**src/memory_map_region_picker_top_defines.svh**
```systemverilog
// Assertion macros for the memory map region picker.
// Taken in by `include in the RTL files that carry assertions; no other dependencies.
`ifndef MEMORY_MAP_REGION_PICKER_TOP_DEFINES_SVH
`define MEMORY_MAP_REGION_PICKER_TOP_DEFINES_SVH

// Same-cycle implication, checked outside reset.
`define MMRP_ASSERT_NOW(label, clk, rst_n, ante, cons) \
    label: assert property (@(posedge clk) disable iff (!(rst_n)) (ante) |-> (cons)) \
        else $error("mmrp: same-cycle check failed");

// Next-cycle implication, checked outside reset.
`define MMRP_ASSERT_NEXT(label, clk, rst_n, ante, cons) \
    label: assert property (@(posedge clk) disable iff (!(rst_n)) (ante) |=> (cons)) \
        else $error("mmrp: next-cycle check failed");

`endif

```
**src/mmrp_pkg.sv**
```systemverilog
// Constants and payload types for the memory map region picker.
// No dependencies; used by the channel interfaces and the top level.
package mmrp_pkg;

    localparam logic [63:0] REGION_BYTES   = 64'd134217728;
    localparam logic [31:0] AVAILABLE_CODE = 32'd1;

    // Highest base that still leaves room for one window below 4 GiB (32-bit wrap).
    localparam logic [31:0] REGION_LO_MAX = 32'hFFFF_FFFF - REGION_BYTES[31:0] + 32'd1;
    localparam logic [31:0] REGION_M1     = REGION_BYTES[31:0] - 32'd1;

    // 4 MiB alignment: low bits inside a granule, high bits select it.
    localparam int ALIGN_BITS = 22;
    localparam int GRAN_BITS  = 32 - ALIGN_BITS;

    localparam logic [31:0] SIXTEEN_MIB = 32'h0100_0000;
    localparam logic [13:0] KIB_CAP     = 14'h3C00;
    localparam int          KIB_SHIFT   = 10;
    localparam int          BLOCK_SHIFT = 16;

    typedef struct packed {
        logic [63:0] entry_base;
        logic [63:0] entry_length;
        logic [31:0] entry_kind;
        logic        final_entry;
    } t_entry;

    typedef struct packed {
        logic [31:0] chosen_start;
        logic [63:0] total_available;
        logic [63:0] carved_base;
        logic [63:0] carved_short_length;
        logic [63:0] reserved_size;
        logic [63:0] carved_end;
        logic [13:0] kib_low_word;
        logic [15:0] blocks_high_word;
    } t_result;

endpackage

```
**src/mmrp_entry_if.sv**
```systemverilog
// Valid/ready channel carrying one memory map entry.
// Depends on mmrp_pkg for the entry payload type.
interface mmrp_entry_if;
    import mmrp_pkg::*;

    logic   valid;
    logic   ready;
    t_entry data;

    modport source (output valid, output data, input ready);
    modport sink (input valid, input data, output ready);
endinterface

```
**src/mmrp_result_if.sv**
```systemverilog
// Valid/ready channel carrying one scan result.
// Depends on mmrp_pkg for the result payload type.
interface mmrp_result_if;
    import mmrp_pkg::*;

    logic    valid;
    logic    ready;
    t_result data;

    modport source (output valid, output data, input ready);
    modport sink (input valid, input data, output ready);
endinterface

```
**src/memory_map_region_picker_top.sv**
```systemverilog
// Memory map region picker: sums available entries and picks the highest window below 4 GiB.
// Depends on mmrp_pkg, mmrp_entry_if, mmrp_result_if and the assertion macro header.
//
//   channel    dir  transfers            payload
//   i_entry    in   one per map entry    t_entry (base, length, kind, final mark)
//   o_result   out  one per final entry  t_result (window, totals, E801 words)
//
// One entry per cycle while the pipeline is not stalled; an entry passes through the input
// register, the end/clip stage and the alignment stage, then updates the scan state, and a
// final entry loads its result into the output register in the same cycle as that update.
// Synchronous active-low reset clears the pipeline valids and the scan state.
// The pipeline stalls as a whole only when a final entry reaches the update stage while
// the output register still holds a result that is not taken.
`include "memory_map_region_picker_top_defines.svh"

module memory_map_region_picker_top (
    input  logic          i_clk,
    input  logic          i_rst_n,
    mmrp_entry_if.sink    i_entry,
    mmrp_result_if.source o_result
);
    import mmrp_pkg::*;

    logic en;

    // stage 1: registered entry
    logic        r_s1_valid, r_s1_final, r_s1_avail;
    logic [63:0] r_s1_base, r_s1_len;

    // stage 2: last byte, clip and range checks
    logic [63:0] s2_last;
    logic [31:0] s2_lo, s2_hi;
    logic        s2_ok;
    logic        r_s2_valid, r_s2_final, r_s2_avail, r_s2_ok;
    logic [31:0] r_s2_lo, r_s2_hi;
    logic [63:0] r_s2_base, r_s2_len, r_s2_end;

    // stage 3: alignment and candidate
    logic [31:0] s3_lo_a, s3_hi_a, s3_cand;
    logic        s3_fit;
    logic [63:0] s3_short;
    logic        r_s3_valid, r_s3_final, r_s3_avail, r_s3_fit;
    logic [31:0] r_s3_cand;
    logic [63:0] r_s3_base, r_s3_len, r_s3_end, r_s3_short;

    // scan state
    logic [31:0] r_best, n_best;
    logic [63:0] r_total, n_total;
    logic [63:0] r_sel_base, n_sel_base;
    logic [63:0] r_sel_short, n_sel_short;
    logic [63:0] r_sel_reserved, n_sel_reserved;
    logic [63:0] r_sel_end, n_sel_end;
    logic        take;

    // result
    logic [21:0] n_kib_raw;
    logic [13:0] n_kib;
    logic [31:0] n_blk_diff;
    logic [15:0] n_blk;
    logic        r_out_valid;
    t_result     r_out;

    assign en = !(r_s3_valid && r_s3_final && r_out_valid && !o_result.ready);
    assign i_entry.ready = en;
    assign o_result.valid = r_out_valid;
    assign o_result.data  = r_out;

    // stage 2 logic
    always_comb begin
        s2_last = r_s1_base + r_s1_len - 64'd1;
        s2_lo   = r_s1_base[31:0];
        s2_hi   = (s2_last[63:32] != 32'd0) ? 32'hFFFF_FFFF : s2_last[31:0];
        s2_ok   = (r_s1_base[63:32] == 32'd0) && (s2_lo <= s2_hi)
               && (s2_lo <= REGION_LO_MAX) && (s2_hi >= REGION_BYTES[31:0]);
    end

    // stage 3 logic: round low bound up and high bound down to 4 MiB granules
    always_comb begin
        s3_lo_a  = {r_s2_lo[31:ALIGN_BITS]
                    + GRAN_BITS'(r_s2_lo[ALIGN_BITS-1:0] != '0), {ALIGN_BITS{1'b0}}};
        s3_hi_a  = {r_s2_hi[31:ALIGN_BITS]
                    - GRAN_BITS'(r_s2_hi[ALIGN_BITS-1:0] != '1), {ALIGN_BITS{1'b1}}};
        s3_cand  = s3_hi_a - REGION_M1;
        s3_fit   = r_s2_ok && (s3_lo_a <= s3_hi_a) && ((s3_hi_a - s3_lo_a) >= REGION_M1);
        s3_short = {32'd0, s3_cand} - r_s2_base;
    end

    // stage 4 logic: keep only a strictly higher window
    always_comb begin
        take           = r_s3_valid && r_s3_avail && r_s3_fit && (r_best < r_s3_cand);
        n_best         = take ? r_s3_cand : r_best;
        n_sel_base     = take ? r_s3_base : r_sel_base;
        n_sel_short    = take ? r_s3_short : r_sel_short;
        n_sel_reserved = take ? (r_s3_len - r_s3_short) : r_sel_reserved;
        n_sel_end      = take ? r_s3_end : r_sel_end;
        n_total        = (r_s3_valid && r_s3_avail) ? (r_total + r_s3_len) : r_total;

        n_kib_raw  = n_best[31:KIB_SHIFT];
        n_kib      = (n_kib_raw > 22'(KIB_CAP)) ? KIB_CAP : n_kib_raw[13:0];
        n_blk_diff = n_best - SIXTEEN_MIB;
        n_blk      = (n_best > SIXTEEN_MIB) ? n_blk_diff[31:BLOCK_SHIFT] : 16'd0;
    end

    always_ff @(posedge i_clk) begin
        if (!i_rst_n) begin
            r_s1_valid     <= 1'b0;
            r_s2_valid     <= 1'b0;
            r_s3_valid     <= 1'b0;
            r_out_valid    <= 1'b0;
            r_best         <= 32'd0;
            r_total        <= 64'd0;
            r_sel_base     <= 64'd0;
            r_sel_short    <= 64'd0;
            r_sel_reserved <= REGION_BYTES;
            r_sel_end      <= 64'd0;
        end else begin
            if (en) begin
                r_s1_valid <= i_entry.valid;
                r_s2_valid <= r_s1_valid;
                r_s3_valid <= r_s2_valid;
                if (r_s3_valid && r_s3_final) begin
                    // close the scan: start the next one from reset values
                    r_best         <= 32'd0;
                    r_total        <= 64'd0;
                    r_sel_base     <= 64'd0;
                    r_sel_short    <= 64'd0;
                    r_sel_reserved <= REGION_BYTES;
                    r_sel_end      <= 64'd0;
                end else begin
                    r_best         <= n_best;
                    r_total        <= n_total;
                    r_sel_base     <= n_sel_base;
                    r_sel_short    <= n_sel_short;
                    r_sel_reserved <= n_sel_reserved;
                    r_sel_end      <= n_sel_end;
                end
            end
            if (en && r_s3_valid && r_s3_final) begin
                r_out_valid <= 1'b1;
            end else if (o_result.ready) begin
                r_out_valid <= 1'b0;
            end
        end
    end

    // payload registers
    always_ff @(posedge i_clk) begin
        if (en) begin
            r_s1_final <= i_entry.data.final_entry;
            r_s1_avail <= (i_entry.data.entry_kind == AVAILABLE_CODE);
            r_s1_base  <= i_entry.data.entry_base;
            r_s1_len   <= i_entry.data.entry_length;

            r_s2_final <= r_s1_final;
            r_s2_avail <= r_s1_avail;
            r_s2_ok    <= s2_ok;
            r_s2_lo    <= s2_lo;
            r_s2_hi    <= s2_hi;
            r_s2_base  <= r_s1_base;
            r_s2_len   <= r_s1_len;
            r_s2_end   <= r_s1_base + r_s1_len;

            r_s3_final <= r_s2_final;
            r_s3_avail <= r_s2_avail;
            r_s3_fit   <= s3_fit;
            r_s3_cand  <= s3_cand;
            r_s3_base  <= r_s2_base;
            r_s3_len   <= r_s2_len;
            r_s3_end   <= r_s2_end;
            r_s3_short <= s3_short;

            if (r_s3_valid && r_s3_final) begin
                r_out.chosen_start        <= n_best;
                r_out.total_available     <= n_total;
                r_out.carved_base         <= n_sel_base;
                r_out.carved_short_length <= n_sel_short;
                r_out.reserved_size       <= n_sel_reserved;
                r_out.carved_end          <= n_sel_end;
                r_out.kib_low_word        <= n_kib;
                r_out.blocks_high_word    <= n_blk;
            end
        end
    end

    // a final entry leaves the scan state at its reset values
    `MMRP_ASSERT_NEXT(a_scan_cleared, i_clk, i_rst_n,
        en && r_s3_valid && r_s3_final,
        r_best == 32'd0 && r_total == 64'd0 && r_sel_reserved == REGION_BYTES)

    // no window chosen means no carved entry was recorded
    `MMRP_ASSERT_NOW(a_none_chosen, i_clk, i_rst_n,
        o_result.valid && o_result.data.chosen_start == 32'd0,
        o_result.data.carved_base == 64'd0 && o_result.data.carved_end == 64'd0
            && o_result.data.reserved_size == REGION_BYTES)

    // the pipeline holds only behind a result that is not taken
    `MMRP_ASSERT_NOW(a_stall_cause, i_clk, i_rst_n, !en,
        r_out_valid && !o_result.ready && r_s3_valid && r_s3_final)

    // a window that is held never moves down within a scan
    `MMRP_ASSERT_NEXT(a_best_rises, i_clk, i_rst_n, !(r_s3_valid && r_s3_final),
        r_best >= $past(r_best))

endmodule

```
**src/flat_wrapper.sv**
```systemverilog
// flat-port wrapper written by rule: the top's interface ports become plain ports
module memory_map_region_picker_top_flat import mmrp_pkg::*;
  (i_clk, i_rst_n, i_entry_valid, i_entry_data, i_entry_ready, o_result_valid, o_result_data, o_result_ready);
  mmrp_entry_if i_entry_i ();
  mmrp_result_if o_result_i ();
  input  logic i_clk;
  input  logic i_rst_n;
  input wire logic [$bits(i_entry_i.valid)-1:0] i_entry_valid;
  input wire logic [$bits(i_entry_i.data)-1:0] i_entry_data;
  output wire logic [$bits(i_entry_i.ready)-1:0] i_entry_ready;
  output wire logic [$bits(o_result_i.valid)-1:0] o_result_valid;
  output wire logic [$bits(o_result_i.data)-1:0] o_result_data;
  input wire logic [$bits(o_result_i.ready)-1:0] o_result_ready;
  assign i_entry_i.valid = i_entry_valid;
  assign i_entry_i.data = i_entry_data;
  assign i_entry_ready = i_entry_i.ready;
  assign o_result_valid = o_result_i.valid;
  assign o_result_data = o_result_i.data;
  assign o_result_i.ready = o_result_ready;
  memory_map_region_picker_top u_core (.i_clk(i_clk), .i_rst_n(i_rst_n), .i_entry(i_entry_i), .o_result(o_result_i));
endmodule
```
**config.mk**
```make
export PLATFORM = sky130hd
export DESIGN_NAME = memory_map_region_picker_top_flat
export DESIGN_NICKNAME = d
export VERILOG_FILES = /design/src/mmrp_pkg.sv /design/src/mmrp_entry_if.sv /design/src/mmrp_result_if.sv /design/src/memory_map_region_picker_top.sv /design/src/flat_wrapper.sv
export VERILOG_INCLUDE_DIRS = /design/src /design/src/src
export SDC_FILE = /design/constraint.sdc
export NUM_CORES = 2
export LEC_CHECK = 0
export ABC_AREA = 1
export BUFFER_PORTS_ARGS = -buffer_cell sky130_fd_sc_hd__buf_2
export CAP_MARGIN = 20
export CORE_MARGIN = 2
export CORE_UTILIZATION = 45
export DETAILED_ROUTE_END_ITERATION = 10
export PLACE_DENSITY = 0.67
export SLEW_MARGIN = 10
export SYNTH_ARGS = -nofsm -noshare
export SYNTH_HDL_FRONTEND = slang
export SYNTH_SLANG_ARGS = --single-unit
```
**constraint.sdc**
```tcl
create_clock -name i_clk -period 23 [get_ports i_clk]
set_clock_uncertainty 0.15 [all_clocks]
set_input_delay 4.6 -clock i_clk [delete_from_list [all_inputs] [get_ports i_clk]]
set_output_delay 4.6 -clock i_clk [all_outputs]
set_load 0.05 [all_outputs]
```
==> results.cfg <==
[floorplanning]
die_y_um = 391.2
boundaryPins = 549
initial_utilization_pct = 45.15
rows = 142
fp.dieW_um = 391.2
die_area_um2 = 153000
core_area_um2 = 149400

[timing]
setup_viol = 0
min_period_ps = 10630
hold_slack_ps = 263.7
worstMarginPinSlew_ps = 1079
fin_crit_sh_pct = 46.23
hold_violations = 0
rsz0062_at_grt = false
tns_ps = 0
drv_slew = 0
relSlewSlack_pct = 27.33
final.setup.worst_slack_ps = 12370
maxClockFrequency_mhz = 94.06

[critical_path]
timing.rr.start = u_core.r_s1_len[0]
crit_path_frequent_cell = buf_2
critPathArrivalTime_ps = 5880
worstPathCellList = buf_2, nor2_1, inv_1, nor2_4, inv_8, buf_2
crit_path_start = o_result_ready
crit_path_end_kind = output pin
startpoint_type = primary input
r2r_cells = 42
cp_max_fo = 102
crit_type = in2out
required_ps = 18250
slowest_stage = inv_8
slowest_delay_ps = 480

[placement]
dpl_cell_area_um2 = 72340
numPortBuffers = 548
post-place-ws_ps = 12370
gp_congestion = 0.9987
dpl.hpwl_um = 168000

[synth]
synth_edf_count = 1007
synth_seq_cells = 1363
syn_area_um2 = 67470
seq_area_frac_synth_pct = 55.38
ys_top_cells_by_count = nand2_1 (2,620), edfxtp_1 (1,007), inv_1 (893)
synth_top_area_share_pct = 44.82
ys_types = 58
ys_warn_count = 0
syn_inst = 7708
ys_top_cells_by_area = edfxtp_1 (45%), nand2_1 (15%), dfxtp_1 (11%)
avgSynthCellArea_um2 = 8.753
synth_top_area_cell = edfxtp_1
syn_nets = 8136
yosysMostFrequentCell = nand2_1
async_reset_ff_share_pct = 0
synth-main-ff-cell = edfxtp_1

[routing]
drtIter0Drc = 4973
viasPerCell = 5.266
vias = 54720
antenna_left = 0
wirelength_um = 217100
drt_pass1_iterations = 9
post-route-drc-count = 0
avgRoutedWirePerCell_um = 20.89

[clock_network]
cts_buffer_depth = 3
tritoncts = done
clk_latency_ps = 810
post_cts_buffers = 0
cts_resized = 0
htree_levels = 4
root_buffer = clkbuf_16
cts_num_sinks = 1363
cts_buffers = 146
clk_pin_slew_worst_paths_ps = 60
cts_hold_buf = 0

[cells_and_area]
nets = 8678
fillers = 13770
finalInstanceArea_um2 = 77400
areaGrowthSynthToFinish_pct = 14.72
largest_reg_flops = 382
drive_above_1_share_pct = 11.95

[grt]
grt_pass1_vias = 51190
grt-ovfl-total = 0
grt_max_degree = 141
grt_use_total_pct = 27.84
grt_pass1_wl_um = 316700
grt_antenna_before_repair = 9

[power_and_ir_drop]
p_per_area_nw_per_um2 = 74.94
p_leak_uw = 0.03329
irDropWorstVdd_mv = 0.06761

[min_path]
hp-start = u_core.r_s2_end[42]
min_delay_path_depth = 0
hold_path.class = reg2reg

[run]
cap_viol_max_count = 0

[run_status]
status = complete, no violations
-- where the power goes --
group / internal (uW) / switching [uW] / total, uW
Combinational: 158 / 393 / 552
Clock: 1440 / 1010 / 2450
Sequential: 2730 / 75.5 / 2800
Total: 4320 / 1480 / 5800
-- stage by stage --
stage               util [%]  std cells  total power [uW]
finish                 51.80      10390              5800
detailed placement     48.42      10120              3390
CTS                    51.78      10390              5836
floorplan                  -       7708              3179
global placement       48.41      10120              3386
global route           51.80      10390              5997
-- cell families (layout without fill, tap and decap cells) --
logic type,Yosys count,after routing,synth area share (%)
other cells,0,1,0
fa+ha+maj,263,263,4.922
compound gates,1020,1020,8.147
flops,1363,1363,55.38
xor+xnor,167,167,2.168
buf+inv,1121,1787,6.261
simple gates,3774,3774,23.12
-- critical path, delay by kind of cell --
family | cells | cell delay (ps)
buf+inv | 4 | 1060
simple gates | 2 | 120
-- final cells by class --
type | instances | area [um2] | area share, %
sequential | 1363 | 37370 | 48.28
multi-input combinational | 5224 | 25920 | 33.49
clock buffer | 206 | 4118 | 5.320
inverter | 930 | 3513 | 4.539
timing repair buffer | 585 | 3053 | 3.944
tap | 2016 | 2522 | 3.259
clock inverter | 66 | 905.9 | 1.170
antenna | 1 | 2.502 | 0.003233
-- layout by cell type (no fill, tap or decap), drive strengths merged, types with 77 or more instances in the layout --
master / count
nand2: 2644
xor2: 109
nand4: 77
inv: 938
nand3: 274
a21oi: 600
clkbuf: 206
buf: 585
edfxtp: 1007
o21ai: 249
dfxtp: 356
ha: 259
nor2: 574
-- layer usage --
layer	up-vias	routed length [um]	share of wire [%]	global-route usage, %
met5	-	12	0.0055	0
met4	2	9498	4.4	11.98
met3	357	13020	6.0	3.607
met2	1936	98400	45	44.01
met1	25940	96130	44	38.49
li1	26490	-	-	-
-- path summary, 6_finish.rpt --
check	slack [ps]	end
worst max-delay path	12370	i_entry_ready
worst min register to register	260	u_core.r_s3_end[42]
worst max register to register	15650	u_core.r_s2_ok
worst min-delay path	260	u_core.r_s3_end[42]
No activity file was read; power rests on OpenSTA's default activity.
